$ cat config.mk
export PLATFORM = sky130hd
export DESIGN_NAME = iir_direct_form2_filter
export DESIGN_NICKNAME = d
export VERILOG_FILES = /design/src/rtl/iirdf2_pkg.sv /design/src/rtl/iirdf2_sequencer.sv /design/src/rtl/iirdf2_datapath.sv /design/src/rtl/iir_direct_form2_filter.sv
export SDC_FILE = /design/constraint.sdc
export NUM_CORES = 2
export LEC_CHECK = 0
export ABC_AREA = 1
export BUFFER_PORTS_ARGS = -buffer_cell sky130_fd_sc_hd__buf_4
export CORE_MARGIN = 2
export CORE_UTILIZATION = 65
export DETAILED_ROUTE_END_ITERATION = 12
export GPL_ROUTABILITY_DRIVEN = 0
export GPL_TIMING_DRIVEN = 1
export PLACE_DENSITY_LB_ADDON = 0.1
export RECOVER_POWER = 25
export SLEW_MARGIN = 20
export SYNTH_ARGS = -nofsm -noshare
export SYNTH_HDL_FRONTEND = slang
export SYNTH_SLANG_ARGS = --single-unit
$ cat constraint.sdc
create_clock -name clk -period 10.9 [get_ports clk]
set_input_delay 1.635 -clock clk [delete_from_list [all_inputs] [get_ports clk]]
set_output_delay 1.635 -clock clk [all_outputs]
set_load 0.1 [all_outputs]
$ cat src/rtl/iirdf2_pkg.sv
// ----------------------------------------------------------------------------
// iirdf2_pkg
// Shared types, constants and microcode table of the direct form II IIR filter.
// ----------------------------------------------------------------------------
package iirdf2_pkg;

    localparam int COEFF_COUNT_DEF = 5;
    localparam int FRAC_BITS_DEF   = 24;

    localparam int DATA_W     = 32;
    localparam int CFG_IDX_W  = 3;
    localparam int CFG_DATA_W = 64;

    // configuration register indexes
    localparam logic [CFG_IDX_W-1:0] REG_B0_B1 = 3'd0;
    localparam logic [CFG_IDX_W-1:0] REG_B2_B3 = 3'd1;
    localparam logic [CFG_IDX_W-1:0] REG_B4    = 3'd2;
    localparam logic [CFG_IDX_W-1:0] REG_A1_A2 = 3'd3;
    localparam logic [CFG_IDX_W-1:0] REG_A3_A4 = 3'd4;

    typedef enum logic [2:0] {
        ST_FETCH,
        ST_MUL_A,
        ST_MUL_B,
        ST_MUL_B0,
        ST_OUT
    } step_t;

    typedef enum logic [1:0] {
        MUL_NONE,
        MUL_A,
        MUL_B,
        MUL_B0
    } mul_sel_t;

    typedef enum logic [1:0] {
        ACC_NONE,
        ACC_SUB_W,
        ACC_ADD_Y
    } acc_op_t;

    typedef enum logic [1:0] {
        COND_ALWAYS,
        COND_SAMPLE,
        COND_TAP_MORE,
        COND_OUT_FREE
    } cond_t;

    typedef struct packed {
        mul_sel_t mul_sel;
        acc_op_t  acc_op;
        logic     tap_inc;
        logic     accept;
        logic     fire;
        cond_t    cond;
        step_t    target;
    } ucode_t;

    typedef struct packed {
        mul_sel_t mul_sel;
        acc_op_t  acc_op;
        logic     load;
        logic     clear;
        logic     fire;
    } dp_ctrl_t;

    typedef struct packed {
        logic out_free;
    } dp_status_t;

    function automatic ucode_t ucode_rom(input step_t step);
        ucode_t cw;
        cw = '{mul_sel: MUL_NONE, acc_op: ACC_NONE, tap_inc: 1'b0, accept: 1'b0,
               fire: 1'b0, cond: COND_ALWAYS, target: ST_FETCH};
        unique case (step)
            ST_FETCH:
            begin
                cw.accept = 1'b1;
                cw.cond   = COND_SAMPLE;
                cw.target = ST_MUL_A;
            end
            ST_MUL_A:
            begin
                cw.mul_sel = MUL_A;
                cw.acc_op  = ACC_ADD_Y;
                cw.cond    = COND_ALWAYS;
                cw.target  = ST_MUL_B;
            end
            ST_MUL_B:
            begin
                cw.mul_sel = MUL_B;
                cw.acc_op  = ACC_SUB_W;
                cw.tap_inc = 1'b1;
                cw.cond    = COND_TAP_MORE;
                cw.target  = ST_MUL_A;
            end
            ST_MUL_B0:
            begin
                cw.mul_sel = MUL_B0;
                cw.acc_op  = ACC_ADD_Y;
                cw.cond    = COND_ALWAYS;
                cw.target  = ST_OUT;
            end
            ST_OUT:
            begin
                cw.fire   = 1'b1;
                cw.cond   = COND_OUT_FREE;
                cw.target = ST_FETCH;
            end
            default:
            begin
                cw.target = ST_FETCH;
            end
        endcase
        return cw;
    endfunction

endpackage

$ cat src/rtl/iirdf2_sequencer.sv
// ----------------------------------------------------------------------------
// iirdf2_sequencer
// Step counter, tap counter and microcode table; issues one control word a cycle.
// ----------------------------------------------------------------------------
module iirdf2_sequencer
    import iirdf2_pkg::*;
#(
    parameter int COEFF_COUNT = COEFF_COUNT_DEF
)
(
    input  logic       clk,
    input  logic       rst_n,
    input  logic       in_valid,
    input  logic       in_mode,
    output logic       in_ready,
    input  dp_status_t status,
    output dp_ctrl_t   ctrl,
    output logic [((COEFF_COUNT > 2) ? $clog2(COEFF_COUNT - 1) : 1)-1:0] tap
);

    localparam int TAPS  = COEFF_COUNT - 1;
    localparam int TAP_W = (TAPS > 1) ? $clog2(TAPS) : 1;

    step_t              step_reg, step_next;
    logic [TAP_W-1:0]   tap_reg, tap_next;
    ucode_t             cw;
    logic               last_tap;
    logic               beat;

    assign cw       = ucode_rom(step_reg);
    assign last_tap = (tap_reg == TAP_W'(TAPS - 1));
    assign beat     = cw.accept && in_valid;

    // next step
    always_comb
    begin
        step_next = step_reg;
        unique case (cw.cond)
            COND_ALWAYS:   step_next = cw.target;
            COND_SAMPLE:   step_next = (beat && !in_mode) ? cw.target : step_reg;
            COND_TAP_MORE: step_next = !last_tap ? cw.target : step_t'(step_reg + 3'd1);
            COND_OUT_FREE: step_next = status.out_free ? cw.target : step_reg;
            default:       step_next = ST_FETCH;
        endcase
    end

    always_comb
    begin
        tap_next = tap_reg;
        if (beat && !in_mode)
        begin
            tap_next = '0;
        end
        else if (cw.tap_inc && !last_tap)
        begin
            tap_next = tap_reg + TAP_W'(1);
        end
    end

    // control outputs
    always_comb
    begin
        in_ready     = cw.accept;
        ctrl.mul_sel = cw.mul_sel;
        ctrl.acc_op  = cw.acc_op;
        ctrl.load    = beat && !in_mode;
        ctrl.clear   = beat && in_mode;
        ctrl.fire    = cw.fire && status.out_free;
    end

    assign tap = tap_reg;

    always_ff @(posedge clk or negedge rst_n)
    begin
        if (!rst_n)
        begin
            step_reg <= ST_FETCH;
            tap_reg  <= '0;
        end
        else
        begin
            step_reg <= step_next;
            tap_reg  <= tap_next;
        end
    end

`ifndef SYNTHESIS
    a_load_starts_loop: assert property (@(posedge clk) disable iff (!rst_n)
        (in_valid && in_ready && !in_mode) |=> (step_reg == ST_MUL_A && tap_reg == '0))
        else $error("filter beat did not start the tap loop at tap zero");

    a_tap_in_range: assert property (@(posedge clk) disable iff (!rst_n)
        tap_reg <= TAP_W'(TAPS - 1))
        else $error("tap counter beyond last tap");

    a_b0_after_loop: assert property (@(posedge clk) disable iff (!rst_n)
        (step_reg == ST_MUL_B0) |-> ($past(step_reg) == ST_MUL_B && last_tap))
        else $error("b0 product issued before the tap loop finished");
`endif

endmodule

$ cat src/rtl/iirdf2_datapath.sv
// ----------------------------------------------------------------------------
// iirdf2_datapath
// Coefficient registers, delay line, shared multiplier, accumulators and
// output register.
// ----------------------------------------------------------------------------
module iirdf2_datapath
    import iirdf2_pkg::*;
#(
    parameter int COEFF_COUNT = COEFF_COUNT_DEF,
    parameter int FRAC_BITS   = FRAC_BITS_DEF
)
(
    input  logic                  clk,
    input  logic                  rst_n,
    input  logic                  cfg_wr_en,
    input  logic [CFG_IDX_W-1:0]  cfg_index,
    input  logic [CFG_DATA_W-1:0] cfg_data,
    input  dp_ctrl_t              ctrl,
    input  logic [((COEFF_COUNT > 2) ? $clog2(COEFF_COUNT - 1) : 1)-1:0] tap,
    input  logic [DATA_W-1:0]     sample_in,
    output dp_status_t            status,
    output logic                  out_valid,
    input  logic                  out_ready,
    output logic [DATA_W-1:0]     sample_out
);

    localparam int TAPS = COEFF_COUNT - 1;

    logic [DATA_W-1:0]          b0_reg;
    logic [DATA_W-1:0]          b_reg [TAPS];
    logic [DATA_W-1:0]          a_reg [TAPS];
    logic [DATA_W-1:0]          dl_reg [TAPS];
    logic [DATA_W-1:0]          acc_w_reg;
    logic [DATA_W-1:0]          acc_y_reg;
    logic [DATA_W-1:0]          prod_reg;
    logic [DATA_W-1:0]          out_data_reg;
    logic                       out_valid_reg;
    logic [DATA_W-1:0]          cfg_lo;
    logic [DATA_W-1:0]          cfg_hi;
    logic signed [DATA_W-1:0]   mul_x;
    logic signed [DATA_W-1:0]   mul_y;
    logic signed [2*DATA_W-1:0] mul_full;
    logic [DATA_W-1:0]          mul_q;
    logic                       out_free;

    assign cfg_lo = cfg_data[DATA_W-1:0];
    assign cfg_hi = cfg_data[CFG_DATA_W-1:DATA_W];

    always_ff @(posedge clk or negedge rst_n)
    begin
        if (!rst_n)
        begin
            b0_reg <= '0;
            for (int k = 0; k < TAPS; k++)
            begin
                b_reg[k] <= '0;
                a_reg[k] <= '0;
            end
        end
        else if (cfg_wr_en)
        begin
            if (cfg_index == REG_B0_B1)
            begin
                b0_reg <= cfg_lo;
            end
            for (int k = 0; k < TAPS; k++)
            begin
                // b1 high of first pair, b2 low of second, and so on
                if (cfg_index == CFG_IDX_W'(REG_B0_B1 + ((k + 1) >> 1)))
                begin
                    b_reg[k] <= (((k + 1) & 1) != 0) ? cfg_hi : cfg_lo;
                end
                if (cfg_index == CFG_IDX_W'(REG_A1_A2 + (k >> 1)))
                begin
                    a_reg[k] <= ((k & 1) != 0) ? cfg_hi : cfg_lo;
                end
            end
        end
    end

    // shared multiplier operands
    always_comb
    begin
        mul_x = '0;
        mul_y = '0;
        unique case (ctrl.mul_sel)
            MUL_NONE:
            begin
                mul_x = '0;
                mul_y = '0;
            end
            MUL_A:
            begin
                mul_x = $signed(a_reg[tap]);
                mul_y = $signed(dl_reg[tap]);
            end
            MUL_B:
            begin
                mul_x = $signed(b_reg[tap]);
                mul_y = $signed(dl_reg[tap]);
            end
            MUL_B0:
            begin
                mul_x = $signed(b0_reg);
                mul_y = $signed(acc_w_reg);
            end
            default:
            begin
                mul_x = '0;
                mul_y = '0;
            end
        endcase
    end

    assign mul_full = mul_x * mul_y;
    assign mul_q    = DATA_W'(mul_full >>> FRAC_BITS);
    assign out_free = !out_valid_reg || out_ready;

    always_ff @(posedge clk)
    begin
        if (ctrl.load)
        begin
            prod_reg <= '0;
        end
        else if (ctrl.mul_sel != MUL_NONE)
        begin
            prod_reg <= mul_q;
        end

        if (ctrl.load)
        begin
            acc_w_reg <= sample_in;
            acc_y_reg <= '0;
        end
        else
        begin
            unique case (ctrl.acc_op)
                ACC_NONE:  acc_w_reg <= acc_w_reg;
                ACC_SUB_W: acc_w_reg <= acc_w_reg - prod_reg;
                ACC_ADD_Y: acc_y_reg <= acc_y_reg + prod_reg;
                default:   acc_w_reg <= acc_w_reg;
            endcase
        end

        if (ctrl.fire)
        begin
            out_data_reg <= acc_y_reg + prod_reg;
        end
    end

    // delay line, newest tap first
    always_ff @(posedge clk or negedge rst_n)
    begin
        if (!rst_n)
        begin
            for (int k = 0; k < TAPS; k++)
            begin
                dl_reg[k] <= '0;
            end
        end
        else if (ctrl.clear)
        begin
            for (int k = 0; k < TAPS; k++)
            begin
                dl_reg[k] <= '0;
            end
        end
        else if (ctrl.fire)
        begin
            dl_reg[0] <= acc_w_reg;
            for (int k = 1; k < TAPS; k++)
            begin
                dl_reg[k] <= dl_reg[k-1];
            end
        end
    end

    always_ff @(posedge clk or negedge rst_n)
    begin
        if (!rst_n)
        begin
            out_valid_reg <= 1'b0;
        end
        else if (ctrl.fire)
        begin
            out_valid_reg <= 1'b1;
        end
        else if (out_ready)
        begin
            out_valid_reg <= 1'b0;
        end
    end

    assign status.out_free = out_free;
    assign out_valid       = out_valid_reg;
    assign sample_out      = out_data_reg;

`ifndef SYNTHESIS
    a_fire_needs_room: assert property (@(posedge clk) disable iff (!rst_n)
        ctrl.fire |-> (!out_valid_reg || out_ready))
        else $error("result written over an untaken beat");

    a_no_clear_mid_sample: assert property (@(posedge clk) disable iff (!rst_n)
        ctrl.clear |-> (ctrl.mul_sel == MUL_NONE && !ctrl.fire && !ctrl.load))
        else $error("clear issued while a sample is in work");

    a_out_held: assert property (@(posedge clk) disable iff (!rst_n)
        (out_valid_reg && !out_ready) |=> (out_valid_reg && $stable(out_data_reg)))
        else $error("waiting result beat changed before it was taken");
`endif

endmodule

$ cat src/rtl/iir_direct_form2_filter.sv
// ----------------------------------------------------------------------------
// iir_direct_form2_filter
// Fourth-order direct form II IIR filter, signed Q24 in 32-bit words, run by a
// microcoded sequencer over one shared multiply-accumulate datapath.
//
//  channel   dir   handshake            payload
//  s_*       in    s_tvalid/s_tready    s_tuser: mode, s_tdata: sample_in
//  m_*       out   m_tvalid/m_tready    m_tdata: sample_out
//  cfg_*     in    cfg_wr_en            cfg_index, cfg_data (64 bit)
//
//  a filter beat runs the tap loop, the b0 product and the output step before
//  the next acceptance, with every product taken from the single shared multiplier
//  a clear beat zeroes the delay line and gives no result
//  the result waits in an output register; the sequencer holds only when that
//  register is still full at the final step
//  asynchronous active-low reset zeroes coefficients and delay line
// ----------------------------------------------------------------------------
module iir_direct_form2_filter
    import iirdf2_pkg::*;
#(
    parameter int COEFF_COUNT = COEFF_COUNT_DEF,
    parameter int FRAC_BITS   = FRAC_BITS_DEF
)
(
    input  logic                  clk,
    input  logic                  rst_n,
    input  logic                  s_tvalid,
    output logic                  s_tready,
    input  logic [DATA_W-1:0]     s_tdata,   // sample_in
    input  logic [0:0]            s_tuser,   // mode
    output logic                  m_tvalid,
    input  logic                  m_tready,
    output logic [DATA_W-1:0]     m_tdata,   // sample_out
    input  logic                  cfg_wr_en,
    input  logic [CFG_IDX_W-1:0]  cfg_index,
    input  logic [CFG_DATA_W-1:0] cfg_data
);

    localparam int TAPS  = COEFF_COUNT - 1;
    localparam int TAP_W = (TAPS > 1) ? $clog2(TAPS) : 1;

    dp_ctrl_t         ctrl;
    dp_status_t       status;
    logic [TAP_W-1:0] tap;

    iirdf2_sequencer #(
        .COEFF_COUNT (COEFF_COUNT)
    ) u_seq (
        .clk      (clk),
        .rst_n    (rst_n),
        .in_valid (s_tvalid),
        .in_mode  (s_tuser[0]),
        .in_ready (s_tready),
        .status   (status),
        .ctrl     (ctrl),
        .tap      (tap)
    );

    iirdf2_datapath #(
        .COEFF_COUNT (COEFF_COUNT),
        .FRAC_BITS   (FRAC_BITS)
    ) u_dp (
        .clk        (clk),
        .rst_n      (rst_n),
        .cfg_wr_en  (cfg_wr_en),
        .cfg_index  (cfg_index),
        .cfg_data   (cfg_data),
        .ctrl       (ctrl),
        .tap        (tap),
        .sample_in  (s_tdata),
        .status     (status),
        .out_valid  (m_tvalid),
        .out_ready  (m_tready),
        .sample_out (m_tdata)
    );

endmodule
# ---- After elaboration in Yosys (flattened, before gate mapping)
# Index checks and enable logic that the tools add are counted.
dict set report totals {
  input_bits 105
  out_inout_bits 34
  elab_cells 101
  reg_bits 550
}
dict set report op_classes {
  n_mul 1
  reduce_logical 26
  bitwise 1
  n_addsub 4
  n_mux 29
  n_eq_ne 19
  order_cmp 1
}
# op count
set ops {}
lappend ops {{$mux W128} 2}
lappend ops {{$mux W32} 8}
lappend ops {{$bmux W32 S2} 3}
lappend ops {{$pmux W32 S4} 1}
lappend ops {{$pmux W32 S3} 1}
lappend ops {{$mul A32 B32 Y56} 1}
lappend ops {{$add A32 B32 Y32} 1}
lappend ops {{$sub A32 B32 Y32} 1}
lappend ops {{$eq A2 B2 Y1 const B} 6}
lappend ops {{$eq A3 B2 Y1 const B} 4}
lappend ops {{$pmux W3 S4} 1}
lappend ops {{$pmux W4 S3} 1}
lappend ops {{$reduce_and A2 Y1} 6}
lappend ops {{$reduce_bool A2 Y1} 5}
lappend ops {{$mux W3} 3}
lappend ops {{$pmux W3 S3} 1}
lappend ops {{$eq A2 B1 Y1 const B} 3}
lappend ops {{$eq A3 B1 Y1 const B} 2}
lappend ops {{$eq A3 B3 Y1 const B} 2}
lappend ops {{$logic_not A3 Y1} 2}
lappend ops {{$pmux W2 S3} 1}
lappend ops {{$logic_and A1 B1 Y1} 5}
lappend ops {{$mux W1} 5}
lappend ops {{$logic_not A2 Y1} 2}
lappend ops {{10 further kinds} 14}

# ---- Depth between registers and ports, before layout
dict set report logic_depth {
  depth_word 6
  ltp_mapped 45
  mapped_depth_nobuf 43
}

# ---- Cells and area by module
# A second synthesis with hierarchy kept.
dict set report unflattened {
  hier_cells 7347
  hier_area_um2 60495.5
}
# mod n_inst seq_area_each_um2 cells_per_inst area_each_um2
set modules_own_cells {}
lappend modules_own_cells {iirdf2_datapath 1 13638.1 7282 59970.0}
lappend modules_own_cells {iirdf2_sequencer 1 125.1 65 525.5}

# ---- Least setup slack after synthesis
# No wires, ideal clock.
dict set report synth_path {
  path_kind {register to register}
  from {reg u_seq.step_reg[0]}
  to {reg u_dp.prod_reg[30]}
  period_less_slack_ns 8.907
  path_stages_with_launch 35
  setup_time_ns 0.115
  slack_ns 1.993
  required_ns 10.785
  t_arrival_ns 8.791
  path_cell_list {dfrtp_1 -> ha_1 -> ha_1 -> nor2_1 -> ha_1 -> buf_2 -> inv_2 -> buf_2 -> buf_1 -> nand2_1 -> buf_1 -> nor2_1 -> fa_1 -> fa_1 -> fa_1 -> fa_1 -> inv_1 -> fa_1 -> inv_1 -> fa_1 -> inv_1 -> fa_1 -> inv_1 -> fa_1 -> ha_1 -> a21o_1 -> nor2_1 -> nor2_1 -> a2111oi_0 -> o31ai_1 -> a21oi_1 -> nand2_1 -> xor2_1 -> o21ai_0 -> inv_1}
}
dict set report synth_via {
  elab_chain_len 6
}
# element line_no
set synth_lines {}
lappend synth_lines {{start, declared} iirdf2_sequencer.sv:24} ;# step_t step_reg, step_next;
lappend synth_lines {{start signal, assigned} iirdf2_sequencer.sv:82} ;# step_reg <= step_next;
lappend synth_lines {{$eq A3 B2 Y1 / $eq A3 B1 Y1 (equally long branches)} iirdf2_pkg.sv:75} ;# unique case (step)
lappend synth_lines {{$pmux W4 S3} iirdf2_pkg.sv:75}
lappend synth_lines {{$eq A2 B1 Y1 / $eq A2 B2 Y1 (equally long branches)} iirdf2_datapath.sv:86} ;# unique case (ctrl.mul_sel)
lappend synth_lines {{$reduce_or A2 Y1 (no source line)} -}
lappend synth_lines {{$pmux W32 S3} iirdf2_datapath.sv:86}
lappend synth_lines {{$mul A32 B32 Y56} iirdf2_datapath.sv:115} ;# assign mul_full = mul_x * mul_y;
lappend synth_lines {{end signal, assigned} iirdf2_datapath.sv:127} ;# prod_reg <= mul_q;
lappend synth_lines {{end, declared} iirdf2_datapath.sv:35} ;# logic [DATA_W-1:0] prod_reg;
# Several ways; a longest one is shown, not always the timed one.
# A chain may end at the register's enable or synchronous reset.

# ---- Worst setup path in the final report
dict set report layout_path {
  from {reg u_seq.step_reg[0]}
  to {reg u_dp.prod_reg[21]}
}
# Same word-level chain as after synthesis.

==> key figures <==
Die
  – Area of the core: 0.09180 sq mm
  – # IOs: 139
  – Initial cell density of the core: 0.6575
  – Chip height: roughly 300 um
  – Die area: 0.09531 sq mm
  – Die Width: 308.7 um
  – # rows: 111

Clock tree
  – Worst skew pair latency: 680 ps
  – CTS root buffer: clkbuf_16
  – Num CTS Buffers: between 50 and 60
  – Setup Fix Bufs, Post-CTS: 0
  – Max clock buf depth: 3
  – H-Tree Depth: 2
  – CTS tree: yes
  – Sink Count: 550
  – Clk slew on worst S/H paths: ~60 ps

Routing
  – Initial DRC Count: 5657
  – Routed WL per cell: 21.24 um
  – Detail-routed via count per cell: ~5.9
  – Drt first pass iters: 6
  – Routed Antenna Nets: 0
  – Total number of vias: 50990
  – DRT Wirelength: 183300 um
  – Residual DRC: 0

Yosys
  – Number of flops mapped to enable cells by yosys: 64
  – Synth area leaders: fa_1 (33%), dfrtp_1 (17%), nand2_1 (10%)
  – Commonest cells in the netlist: nand2_1 (1660), inv_1 (1414), fa_1 (984), nor2_1 (680), o21ai_0 (585)
  – Synthesized area: 0.06036 sq mm
  – Post-synthesis instance total: 7361
  – Yosys top cell by area: fa_1
  – Post-synthesis sequential area ratio: 0.2280
  – Synth warn: 0
  – Synth top area share: 0.3264
  – Yosys reg bits: 550
  – Count of cell types in the netlist: 54
  – Mapped Nets: 8695
  – Post-Syn Area per Cell: around 8 sq um
  – Ys flop type: dfrtp_1
  – Most frequent cell after synthesis: nand2_1
  – FFs w/ async S/R, synth: 0.7673

Setup path
  – WS Path Type: flop to flop
  – CP top delay family: adder cells
  – CP bufs+invs: 12
  – Startpoint Class: flop
  – Slowest cell on the critical path: nand2_1
  – WP data required: 11480 ps
  – Most numerous cell on the critical path: inv_1
  – Crit path largest cell delay: between 600 and 700 ps
  – Critical path arrival: 11110 ps
  – Crit path capture type: flop
  – Critical Path Fanout Max: 40

STA
  – Hold Fails Final Rpt: 0
  – Unrepaired setup endpoints after global routing: no
  – Tcrit/Tclk final: 0.9659
  – Max-slew headroom: -3.614
  – Max Clk Rate: 94.98 MHz
  – Clock Skews: 48.95 ps
  – Final slew viol count: between 300 and 400
  – Setup TNS: 0 ps
  – Final Setup Violations: 0
  – Worst hold slack: roughly 480 ps
  – Worst-margin pin slew: 6921 ps
  – Min cycle time layout: 10530 ps

Run status
  – Status: finished, violations left
  – Failing checks: max-capacitance violations, max-slew violations

Placement
  – DP Area: 0.06243 sq mm
  – Dpl cells: 8513
  – PortBufs: between 100 and 150
  – Dpl hpwl: between 100000 and 150000 um

Global routing
  – Met1 Use GR: 0.5348
  – Vias in the first global route: about 52000
  – Antenna violations before repair: 13
  – GR Util met2: 0.5995
  – Largest net degree at the start of global routing: 129
  – Total track usage: 0.3979
  – Gr busiest metal: met2
  – GRT overflow: 0
  – First-pass GRT wire length: a little under 300000 um
  – Grt met3 use: 0.09763

Finish
  – Share of layout cells above drive strength 1: 0.05542
  – Fin cells: 8628
  – Nets: approximately 8700
  – Design area: 0.06445 sq mm
  – Synthesis-to-finish area growth: 6.775%

Job
  – Max-Cap Viols: 5

Hold path
  – HP Class: flop to flop
==> final timing paths <==
check	slack (ps)	endpoint	startpoint	cells past startpoint
setup / recovery	370	u_dp.prod_reg[21]	u_seq.step_reg[0]	35
hold / removal	480	u_dp.acc_y_reg[2]	u_dp.acc_y_reg[2]	2
setup reg to reg	370	u_dp.prod_reg[21]	u_seq.step_reg[0]	35
hold reg to reg	480	u_dp.acc_y_reg[2]	u_dp.acc_y_reg[2]	2
max in group asynchronous	2780	u_dp.dl_reg[14]	rst_n	3
min in group asynchronous	3560	u_dp.b_reg[64]	rst_n	1
==> routing by layer <==
metal  part of all wire  routed length (um)
met1               0.38               69060
met2               0.44               80500
met3               0.12               21550
met4              0.065               11990
met5            0.00093                 171
==> per-stage QoR <==
stage	utilization	setup slack, ps
final	0.7020	371.8
after global routing	0.7019	5.341
after CTS	0.7021	391.4
after detailed placement	0.6801	487.2
after global placement	0.6801	605.3
after floorplan	-	1993
==> cell type report <==
cell class / instances / area (sq um)
diodes: 5 / 12.51
clock buffers: 87 / 1752
clock inverters: 22 / 270.3
fillers: 7440 / 27360
inverters: 1436 / 5413
multi-input cells: 5029 / 39690
flip-flops and latches: 550 / 13770
well taps: 1243 / 1555
repair buffers: 256 / 1987
==> repair_timing <==
item / CTS / global route
endpoints found under the setup margin: 0 / 2
endpoints found under the hold margin: 0 / 0
resized for setup: 0 / 5
hold buffers: 0 / 0
==> worst min-delay path: stages (launching register included) <==
cell and delay [ps]:
dfxtp_1 320, nand2_1 60, a21oi_1 50
==> placed cells by master, fill, tap and decap left out, types with 6 or more instances in the layout <==
cell	synthesis	layout
o21a_1	8	8
o21ai_0	585	585
o21ai_1	19	19
nor2_1	680	678
o22ai_1	119	119
inv_1	1414	1413
nand3_1	274	274
clkbuf_8	0	17
nand3b_1	10	10
xnor2_1	27	27
a21boi_0	8	8
nor3_1	17	17
a221oi_1	8	8
clkbuf_1	190	19
a21o_1	12	12
clkinv_1	13	12
buf_12	0	6
clkbuf_16	0	59
edfxtp_1	64	64
nand4_1	7	7
a21oi_1	234	232
o211ai_1	6	6
nand2_1	1660	1658
a31oi_1	10	10
buf_4	14	239
xor2_1	42	42
nor4_1	8	8
clkinv_2	0	11
nand3_2	6	6
ha_1	245	242
nand2_2	8	9
dfrtp_1	422	420
fa_1	984	983
dfxtp_1	64	64
or2_2	14	14
==> cell families after synthesis <==
| logic type | synth area share |
|---|---|
| AND/OR/NAND/NOR | 0.1766 |
| buffers and inverters | 0.1152 |
| adder cells (fa/ha/maj) | 0.3772 |
| AO/OA/AOI/OAI | 0.09293 |
| flip-flops | 0.2280 |
| XOR/XNOR | 0.01001 |
Power is left out: the tool's default activity adds up to more than one toggle a clock period on the data nets, which glitch-free logic cannot reach.
